[src/mfc_ram.sv]
// single port write, single port read memory with registered read data
module mfc_ram #(
    parameter int WIDTH = 16,
    parameter int DEPTH = 128
) (
    input  logic                     clk,
    input  logic                     we,
    input  logic [$clog2(DEPTH)-1:0] waddr,
    input  logic [WIDTH-1:0]         wdata,
    input  logic                     re,
    input  logic [$clog2(DEPTH)-1:0] raddr,
    output logic [WIDTH-1:0]         rdata
);

    logic [WIDTH-1:0] mem [DEPTH];

    // write port
    always_ff @(posedge clk)
    begin
        if (we)
        begin
            mem[waddr] <= wdata;
        end
    end

    // registered read port
    always_ff @(posedge clk)
    begin
        if (re)
        begin
            rdata <= mem[raddr];
        end
    end

endmodule

[config.mk]
export PLATFORM = sky130hd
export DESIGN_NAME = mfc_ram
export DESIGN_NICKNAME = d
export VERILOG_FILES = /design/src/mfc_ram.sv
export SDC_FILE = /design/constraint.sdc
export NUM_CORES = 2
export LEC_CHECK = 0
export ABC_AREA = 1
export CAP_MARGIN = 25
export CORE_MARGIN = 4
export CORE_UTILIZATION = 25
export CTS_CLUSTER_SIZE = 8
export DETAILED_ROUTE_END_ITERATION = 7
export DONT_BUFFER_PORTS = 1
export GPL_TIMING_DRIVEN = 0
export HOLD_SLACK_MARGIN = 0.15
export PLACE_DENSITY = 0.36
export SYNTH_ARGS = -nofsm -noshare
export SYNTH_HDL_FRONTEND = slang
export SYNTH_SLANG_ARGS = --single-unit
export TNS_END_PERCENT = 100
[constraint.sdc]
create_clock -name clk -period 3 [get_ports clk]
set_clock_uncertainty 0.15 [all_clocks]
set_input_delay 0.6 -clock clk [delete_from_list [all_inputs] [get_ports clk]]
set_output_delay 0.6 -clock clk [all_outputs]
set_load 0.01 [all_outputs]
==> results_dict.tcl <==
set metrics [dict create \
    outcome "finished, violations left" \
    violations "negative setup slack" \
    min_path_type "in -> reg" \
    max-slew-margin-rel_pct 19.4 \
    viasPerCell 5.00 \
    crit_required_ns 3.36 \
    fin_crit_ns 3.10 \
    clockRootBuffer "clkbuf_16" \
    ir_drop_mv 0.388 \
    ant_nets 0 \
    areaGrowthSynthToFinish_pct 20.9 \
    wl_um 396000 \
    dp_hpwl_um 271000 \
    finalNonFillerCells 11669 \
    numCtsBuffers 298 \
    setup_slack_ns -0.105 \
    finalPower_mw 67.9 \
    tns_ns -4.35 \
    critPathLaunchType "primary input" \
    pwr-share-comb_pct 7.5 \
    final_cell_mix "nand2_1, edfxtp_1, nand3_1, clkbuf_16, buf_2" \
    core_region_area_mm2 0.331 \
    p_leak_nw 34.4 \
    drt_first_pass_iters 6 \
    clk_pin_slew_ns 0.05 \
    grt_pass1_vias 53956 \
    maxSlewViolCount 0 \
    post_drt_wl_per_cell_um 33.9 \
    cts_sinks 2064 \
    seq_power_share_pct 47.1 \
    placed_cells 11267 \
    n_fill_cell 33340 \
    initial_utilization_pct 25.1 \
    drcViolationCount 0 \
    cts_tree "yes" \
    cp_max_fo 16 \
    vias 58322 \
    ys_warn_count 0 \
    switching_share_pct 25.2 \
    grt_usage_pct 22.5 \
    yosysUniqueCellTypes 14 \
    grt_antenna_before_repair 29 \
    final_common_cell "nand2_1" \
    port_buffers 0 \
    synth.avg_cell_area_um2 12.2 \
    clkPwrFrac_pct 45.4 \
    dieHeight_um 584 \
    drtIter0Drc 6719 \
    fmax_mhz 322 \
    clkLatencyLatePin_ns 0.93 \
    syn_nets 6826 \
    p_int_mw 50.8 \
    maxCapViolCount 0 \
    rsz0062_at_grt "no" \
    worst_slew_pin_slew_ns 1.21 \
    drive_gt1_share_pct 13.4 \
    gr-total-overflow 0 \
    grt_pass1_wl_um 518000 \
    io_pins 49 \
    synth_seq_cells 2064 \
    power.switching_mw 17.2 \
    crit_arrival_ns 3.46 \
    synth.yosys.seq_area_share_pct 74.7 \
    power_density_mw_per_mm2 677 \
    end_kind "register" \
    rows 211 \
    period_share_pct 103 \
    gp_congestion 0.995 \
    fin_nets 7278 \
    cts_buffer_depth 4 \
    syn-cell-area_mm2 0.0830 \
    synth_cells 6793 \
    seqCellArea_mm2 0.0620 \
    report.final.hold_viol_count 0 \
    htreeDepth 5 \
    dieArea_mm2 0.341 \
    die_x_um 584 \
    multiInputGateArea_mm2 0.0192 \
    final-setup-viol-count 89 \
    critPathKind "in -> reg" \
    grt_max_degree 129 \
]
sequential cells by signal (all words and copies together) (netlist names):
register and flops:
mem 2048, rdata 16
cell usage after synthesis (all sizes together):
cell type  count  area, µm²
nor2         134        503
edfxtp      2064      62000
nand3       2019      10100
inv           24       92.6
clkbuf        81        304
nand2       2087       7830
nor3           8       40.0
buf          376       2130
power by group through the flow:
| stage | combinational, mW | sequential [mW] | clock, mW |
|---|---|---|---|
| after floorplan | 1.95 | 32.5 | 0 |
| after CTS | 5.08 | 32.0 | 31.3 |
| after detailed placement | 4.32 | 32.5 | 0 |
| after global routing | 5.30 | 32.0 | 32.5 |
| final | 5.11 | 32.0 | 30.9 |
| after global placement | 4.21 | 32.5 | 0 |
routing by layer:
| layer | vias up | GRT usage [%] | routed length, µm |
|---|---|---|---|
| li1 | 25162 | - | - |
| met1 | 30169 | 31.8 | 176000 |
| met2 | 2400 | 34.7 | 176000 |
| met3 | 583 | 3.35 | 25100 |
| met4 | 8 | 9.15 | 18300 |
| met5 | - | 0 | 54 |
logic make-up after synthesis:
kind of cell / share of synthesized area [%]
flops: 74.7
buf+inv: 3.05
simple gates: 22.3
metrics by stage:
| stage | hold WS, ns | worst slack (ns) | utilization [%] | cell area, µm² |
|---|---|---|---|---|
| 2_1_floorplan | 0.549 | 0.545 | - | 83000 |
| 3_3_place_gp | 0.564 | -2.34 | 26.8 | 88500 |
| 3_5_place_dp | 0.564 | -1.82 | 27.6 | 91200 |
| 4_1_cts | 0.158 | 0.00123 | 30.3 | 100000 |
| 5_1_grt | 0.249 | 0.00271 | 30.4 | 100000 |
| 6_report | 0.238 | -0.105 | 30.4 | 100000 |
timing repair:
item                                   4_1_cts  5_1_grt
pin swaps                                    0        4
hold buffers                                40        0
setup endpoints to repair                   16       69
setup buffers                                0        5
resized for setup                           62       17
endpoints found under the hold margin     2144        0
worst max-delay path: stages:
cell           delay, ns
dlygate4sd3_1       0.68
nor3_1              0.30
nand2_1             0.27
clkbuf_2            0.62
nor2_4              0.95
worst paths after layout:
path	startpoint	to	cells past startpoint	slack, ns
worst max register to register	mem[118][15]$_DFFE_PP_	rdata[15]$_DFFE_PP_	8	0.50
worst min-delay path	waddr[0]	mem[3][12]$_DFFE_PP_	4	0.24
worst max-delay path	waddr[0]	mem[30][11]$_DFFE_PP_	5	-0.10
worst min register to register	mem[36][10]$_DFFE_PP_	rdata[10]$_DFFE_PP_	8	0.89
final cells by class:
| cell class | instances | share of cell area [%] |
|---|---|---|
| plain buffers | 456 | 2.60 |
| flip-flops and latches | 2064 | 61.8 |
| inverters | 24 | 0.0923 |
| repair buffers | 153 | 2.84 |
| diodes | 16 | 0.0399 |
| well taps | 4366 | 5.44 |
| clock inverters | 32 | 0.540 |
| clock buffers | 310 | 7.52 |
| multi-input cells | 4248 | 19.2 |
Note: power is estimated with default switching activity, not from simulation.
