--- src/mfc_pkg.sv ---
// types and constants shared by the matched filter correlator
package mfc_pkg;

    // sample and tap width, fixed by the payload fields
    localparam int SAMPLE_BITS = 16;
    // accumulator and result sum width
    localparam int SUM_W = 40;
    // result index width
    localparam int INDEX_W = 10;
    // tap index field width
    localparam int TAP_INDEX_W = 7;
    // configuration port widths
    localparam int CFG_INDEX_W = 2;
    localparam int CFG_DATA_W = 16;
    // register widths
    localparam int TAP_COUNT_W = 8;
    localparam int OUT_COUNT_W = 11;
    // reset value of both count registers
    localparam int DEFAULT_COUNT = 100;

    // request modes
    localparam logic [1:0] MODE_LOAD    = 2'd0;
    localparam logic [1:0] MODE_SAMPLE  = 2'd1;
    localparam logic [1:0] MODE_RESTART = 2'd2;

    // register indexes
    localparam logic [CFG_INDEX_W-1:0] REG_TAP_COUNT    = 2'd0;
    localparam logic [CFG_INDEX_W-1:0] REG_OUTPUT_COUNT = 2'd1;

    typedef struct packed {
        logic [1:0]                    mode;
        logic [TAP_INDEX_W-1:0]        tap_index;
        logic signed [SAMPLE_BITS-1:0] data_value;
    } req_t;

    typedef struct packed {
        logic signed [SUM_W-1:0] correlation_sum;
        logic [INDEX_W-1:0]      output_index;
        logic                    last_output;
    } res_t;

    // control from the sequencer to the multiply-accumulate unit
    typedef struct packed {
        logic clear;
        logic mul_en;
        logic last;
    } mac_ctrl_t;

endpackage

--- src/mfc_mac.sv ---
// shared multiply-accumulate unit with a registered product
module mfc_mac import mfc_pkg::*; (
    input  logic                          clk,
    input  logic                          rst_n,
    input  mac_ctrl_t                     ctrl,
    input  logic signed [SAMPLE_BITS-1:0] tap,
    input  logic signed [SAMPLE_BITS-1:0] sample,
    output logic signed [SUM_W-1:0]       acc,
    output logic                          done
);

    logic signed [2*SAMPLE_BITS-1:0] prod_reg;
    logic                            prod_v_reg;
    logic                            prod_last_reg;
    logic signed [SUM_W-1:0]         acc_reg;
    logic                            done_reg;

    // product stage
    always_ff @(posedge clk)
    begin
        if (ctrl.mul_en)
        begin
            prod_reg <= tap * sample;
        end
    end

    always_ff @(posedge clk or negedge rst_n)
    begin
        if (!rst_n)
        begin
            prod_v_reg    <= 1'b0;
            prod_last_reg <= 1'b0;
            done_reg      <= 1'b0;
        end
        else
        begin
            prod_v_reg    <= ctrl.mul_en;
            prod_last_reg <= ctrl.mul_en && ctrl.last;
            done_reg      <= prod_v_reg && prod_last_reg;
        end
    end

    // accumulate, wrapping at the sum width
    always_ff @(posedge clk)
    begin
        if (ctrl.clear)
        begin
            acc_reg <= '0;
        end
        else if (prod_v_reg)
        begin
            acc_reg <= acc_reg + SUM_W'(prod_reg);
        end
    end

    assign acc  = acc_reg;
    assign done = done_reg;

endmodule

--- config.mk ---
export PLATFORM = sky130hd
export DESIGN_NAME = mfc_mac
export DESIGN_NICKNAME = d
export VERILOG_FILES = /design/src/mfc_pkg.sv /design/src/mfc_mac.sv
export SDC_FILE = /design/constraint.sdc
export NUM_CORES = 1
export LEC_CHECK = 0
export BUFFER_PORTS_ARGS = -buffer_cell sky130_fd_sc_hd__buf_2
export CORE_MARGIN = 8
export CORE_UTILIZATION = 55
export DETAILED_ROUTE_END_ITERATION = 12
export PLACE_DENSITY = 0.76
export SLEW_MARGIN = 20
export SYNTH_ARGS = -nofsm -noshare
export SYNTH_HDL_FRONTEND = slang
export SYNTH_SLANG_ARGS = --single-unit
--- constraint.sdc ---
create_clock -name clk -period 2.8 [get_ports clk]
set_input_delay 0.56 -clock clk [delete_from_list [all_inputs] [get_ports clk]]
set_output_delay 0.56 -clock clk [all_outputs]
set_load 0.01 [all_outputs]
==> run metrics, run 1 <==
status=complete, but fails checks; violated checks=setup timing; Max Cap Viol=0; distinct cell type count after synthesis=65; max reg flops=40; vias in the first global route=12640; Seq. cell area=1842 um^2; CTS tree=yes; routed len/inst=16.74 um; Post-synth EDFFs=32; Slew Limit Headroom=46.74%; clock slew at reported path FFs=0.06 ns; die area=31340 um^2; Layout Nets=roughly 2300; async set-reset flop share out of synthesis=4.000%; skew final=0.006615 ns; vias per cell=5.311; RSZ-0062 raised after global routing=true; fillcell total=about 1800; clock sink total=75; Max Fclk=0.1688 GHz; Multi-input gate area=about 12000 um^2; Synth area leaders=fa_1 (37%), ha_1 (11%), inv_1 (8.0%); Setup CP Type=in2reg; IO buf count=77; DRC viols=0; TritonCTS buffer count=9; Ports=a little under 80; syn_nets=1969; Diodes inserted=0; FF+latch count, synth=75; post-synthesis sequential area ratio=approximately an eighth; arrival time worst endpoint=6.02 ns; final core utilization=72.66%; Clock Latency Late Sink=around 0.34 ns; Root Buffer=clkbuf_16; leading cell types in the layout, fill and taps excluded=inv_1 (279), fa_1 (250), buf_4 (221); Critical Path Sink Type=register; RD Place Congestion=0.9179; Least-Margin Pin Slew=around 0.80 ns; maximum clock path buffer count=2; Startpoint Class=input port; post-route setup slack=-3.125 ns; H-tree Lvls=3; Final period util=211.6%; Core Footprint=25760 um^2; DRT Wirelength=approximately 37000 um; DIE HEIGHT=177.0 um; Tot GR Track Use=23.46%; max-slew violations=0; ratio of cells with drive above 1 in the final layout=30.41%; Finish-stage setup viols=33; Synth Flop Type=dfxtp_1; Routed Antenna Nets=0; worst-path fanout max=4; final hold vios=0; Synth top area share=approximately 37%; most common cell after layout, fill and taps aside=inv_1; HPWL Detailed=29500 um; Syn Inst Count=~1500; Req. time, crit path=between 2 and 3 ns; syn avg cell area=approximately 9.2 um^2; initial drt markers=~840; HP Class=in2async; post-layout min period=5.925 ns; Cell Area, Synth=about 14000 um^2; Pre-antenna DRT Iters=5; grt total ovfl=0; Ys Warns=0; Initial Util=55.35%; initial antenna violation count=0; cell taking the most area after synthesis=fa_1; row count=59; largest net degree at the start of global routing=42; first-pass GRT wire length=60580 um; Area Growth Syn to Fin=31.27%; DR vias=11720; width of the die=177.0 um
-- Yosys cell counts (all sizes together) (21+ instances only) --
library cell  count
ha              121
o21ai            36
nand3            21
dfxtp            40
a21o             34
inv             305
and2            130
fa              263
edfxtp           32
nand2           168
nor2             68
a21oi            71
xnor2            38
clkbuf           45
-- final cells by class --
| cell class | instances | area share (%) |
|---|---|---|
| Clock inverter | 7 | 0.6216 |
| Clock buffer | 9 | 1.203 |
| Multi-Input combinational cell | 1121 | 64.78 |
| Tap cell | 335 | 2.239 |
| Sequential cell | 75 | 9.838 |
| Timing Repair Buffer | 354 | 15.15 |
| Inverter | 305 | 6.176 |
-- routing by layer --
| metal | GRT usage, % | routed length [um] |
|---|---|---|
| met2 | 40.66 | 17910 |
| met4 | 5.289 | 677 |
| met3 | 1.942 | 1888 |
| met1 | 31.55 | 16450 |
| met5 | 0 | 0 |
-- what timing repair did --
action                                  4_1_cts  5_1_grt
setup buffers                                13       31
hold buffers                                  0        0
pin swaps                                    84      112
gates resized for setup                     128      128
endpoints found under the setup margin       38       45
-- final timing paths --
check / startpoint / to / slack, ns / depth (start not counted)
worst max-delay path: tap[6] / prod_reg[30]$_DFFE_PP_ / -3.12 / 20
worst min-delay path: rst_n / done$_DFF_PN0_ / 0.009 / 1
worst max register to register: prod_reg[1]$_DFFE_PP_ / acc[17]$_SDFFE_PP0P_ / -0.12 / 12
worst min register to register: prod_last_reg$_DFF_PN0_ / done$_DFF_PN0_ / 0.47 / 1
max in group asynchronous: rst_n / prod_last_reg$_DFF_PN0_ / 2.68 / 1
min in group clk: prod_last_reg$_DFF_PN0_ / done$_DFF_PN0_ / 0.47 / 1
-- cells by family after synthesis --
kind of cell               after synthesis  share of synthesized area (%)
and+or+nand+nor                        447                          15.30
adders and majority gates              384                          47.53
buffers and inverters                  352                          9.326
AOI/OAI and AO/OA                      215                          10.16
DFF                                     75                          12.88
xor gates and xnor gates                55                          3.378
muxes                                   20                          1.421
-- per-stage QoR --
step / instance area [um^2] / hold slack (ns) / setup slack (ns) / instances / TNS [ns]
after global placement: 17060 / 0.3533 / -3.623 / 2150 / -76.07
after CTS: 18000 / 0.002529 / -3.156 / 2177 / -64.33
after global routing: 18720 / 0.006378 / -3.294 / 2206 / -69.11
after floorplan: 14790 / 0.2644 / -3.364 / 1548 / -63.46
final: 18720 / 0.009197 / -3.125 / 2206 / -64.49
after detailed placement: 17060 / 0.3599 / -3.722 / 2150 / -77.86
-- critical path, cell delays in order --
cell and delay (ns):
buf_8 0.10, and2_4 0.15, fa_1 0.53, inv_1 0.05, fa_1 0.46, fa_1 0.49, fa_1 0.54, inv_2 0.04
fa_1 0.49, fa_1 0.57, ha_4 0.21, and3_4 0.16, and3_4 0.15, a2111oi_4 0.22, o31ai_2 0.14, o22a_1 0.26
a221o_1 0.36, a211o_1 0.32, a21oi_2 0.13, xnor2_1 0.07
Power of run 1 is left out: the tool's default activity adds up to more than one toggle a clock period on the data nets, which glitch-free logic cannot reach.
==> run 2, diff against run 1 <==
Settings changed: ABC_CLOCK_PERIOD_IN_PS from default to 7500, GPL_ROUTABILITY_DRIVEN from default to 0, PLACE_DENSITY 0.76 to 0.73.
Clock period 2.8 ns to 7.5 ns, I/O delays scaled along.
==> run 2 against run 1 <==
Compared with the run above:
- the flow now finishes without violations
- critical path type unchanged
- non-clock buffer count fell by 245
- design area shrank 17%
- die area is the same
- final cell count fell by 11%
- global-route usage decreased by 2.3 points
- flip-flop and latch count stayed put
- worst hold slack better by 0.46 ns
- wire length fell by 12%
- via count fell by 9.3%
- worst setup slack improved by 3.5 ns
- core utilization is 13 points lower
==> run metrics, run 2 (same netlist as run 1, synthesis figures left out) <==
Pre-antenna DRT Iters=5 (unchanged); DIE HEIGHT=177.0 um (unchanged); TritonCTS buffer count=9 (unchanged); arrival time worst endpoint=7.16 ns (+1.14 ns); max-slew violations=0 (unchanged); Highest Signal Layer=met4; H-tree Lvls=3 (unchanged); Req. time, crit path=7.57 ns (+4.68 ns); Critical Path Sink Type=register; Startpoint Class=input port; clock slew at reported path FFs=0.06 ns (about the same); Setup CP Type=in2reg; DRT Wirelength=32550 um (-12%); first-pass GRT wire length=54380 um (-10%); most common cell after layout, fill and taps aside=inv_1; worst-path fanout max=11 (+7); Routed Antenna Nets=0 (unchanged); vias per cell=5.421 (+2.1%); Core Footprint=25760 um^2 (unchanged); hold path cells=1; width of the die=177.0 um (unchanged); final core utilization=59.95% (-13 points); fillcell total=2245 (+28%); initial drt markers=694 (-18%); cells on worst reg2reg path=10 (-2); Final period util=94.57%; metal2 WL=14590 um (-18%); Slew Limit Headroom=38.78% (-8.0 points); Clock Latency Late Sink=0.34 ns (about the same); Tot GR Track Use=21.16% (-2.3 points); Max Fclk=0.1410 GHz; max reg flops=40 (unchanged); Diodes inserted=0 (unchanged); Least-Margin Pin Slew=0.9173 ns (+0.1185 ns); Post-Place Cells=1945 (-9.5%); final hold vios=0 (unchanged); final cell count without fillers=1961 (-11%); routed len/inst=16.60 um (-0.84%); hold path start=prod_last_reg$_DFF_PN0_; Layout Nets=2042 (-11%); Post-CTS Setup Bufs=0 (-13); largest net degree at the start of global routing=43 (+2.4%); PostCTS Resize Cnt=0 (-100%); maximum clock path buffer count=2 (unchanged); setup tns final=0 ns (+64.49 ns); status=finished, final reports clean; RSZ-0062 raised after global routing=false; initial antenna violation count=0 (unchanged); met3 WL=2285 um (+21%); die area=31340 um^2 (unchanged); Finish-stage setup viols=0 (-100%); Ports=78 (unchanged); Initial Util=55.35% (unchanged); Critical path origin=tap[7]; HP Class=reg2reg; Root Buffer=clkbuf_16; clock sink total=75 (unchanged); Worst R2R Start=prod_reg[13]$_DFFE_PP_; leading cell types in the layout, fill and taps excluded=inv_1 (305), fa_1 (263), nand2_1 (168); DR vias=10630 (-9.3%); DRC viols=0 (unchanged); grt total ovfl=0 (unchanged); Max Cap Viol=0 (unchanged); row count=59 (unchanged); Area Growth Syn to Fin=8.309%; IO buf count=77 (unchanged); CTS tree=yes; post-layout min period=just over 7 ns; HPWL Detailed=27370 um (-7.2%); skew final=0.005124 ns (-0.001491 ns); vias in the first global route=11150 (-12%); hold_buf cts=0 (unchanged); ratio of cells with drive above 1 in the final layout=8.733% (-22 points); met1 WL=15140 um (-8.0%)
[run 2: cell types whose count changed in the layout (fill, tap and decap cells not counted), sizes merged]
| cell | previous run | this run |
|---|---|---|
| bufinv | 3 | 2 |
| buf | 350 | 109 |
| clkinvlp | 2 | 3 |
| clkbuf | 13 | 9 |
| inv | 304 | 307 |
| clkinv | 3 | 0 |
[run 2: stage by stage]
stage	hold slack (ns)	worst slack (ns)	instance area (um^2)
2_1_floorplan	0.4337	0.1494	14260
3_3_place_gp	0.4429	0.1162	15120
3_5_place_dp	0.4614	0.04351	15120
4_1_cts	0.4784	0.4173	15450
5_1_grt	0.4818	0.1451	15450
6_report	0.4692	0.4072	15450
[run 2: path summary, 6_finish.rpt]
check,to,slack [ns]
setup / recovery,prod_reg[22]$_DFFE_PP_,0.41
hold / removal,done$_DFF_PN0_,0.47
setup reg to reg,acc[39]$_SDFFE_PP0P_,4.28
hold reg to reg,done$_DFF_PN0_,0.47
max in group asynchronous,prod_v_reg$_DFF_PN0_,6.45
min in group asynchronous,done$_DFF_PN0_,0.94
[run 2: area by class of cell]
cell class	count	area (um^2)	share of cell area [%]
tap	335	419.2	2.714
clock inverter	7	100.1	0.6480
inverter	305	1145	7.412
timing repair buffer	109	625.6	4.050
multi-input combinational	1121	11090	71.83
sequential	75	1837	11.89
clock buffer	9	225.2	1.458
[run 2: metal layers]
metal | track usage, % | up-vias
met3 | 4.288 | 38
met4 | 5.254 | 0
li1 | - | 5021
met5 | 0 | -
met1 | 29.31 | 5254
met2 | 33.56 | 317
[run 2: worst max-delay path, cell delays in order]
cell and delay, ns:
buf_2 0.14, buf_4 0.19, and2_1 0.16, fa_1 0.51
inv_1 0.05, fa_1 0.45, fa_1 0.52, inv_1 0.06
fa_1 0.50, fa_1 0.50, inv_1 0.05, fa_1 0.47
inv_1 0.04, ha_1 0.28, a21o_1 0.16, a21o_1 0.17
a21oi_1 0.19, a21boi_1 0.11, o22a_1 0.28, a21o_1 0.21
a21oi_1 0.25, mux2i_1 0.23, o2111ai_1 0.14
Power of run 2 is left out for the same reason.
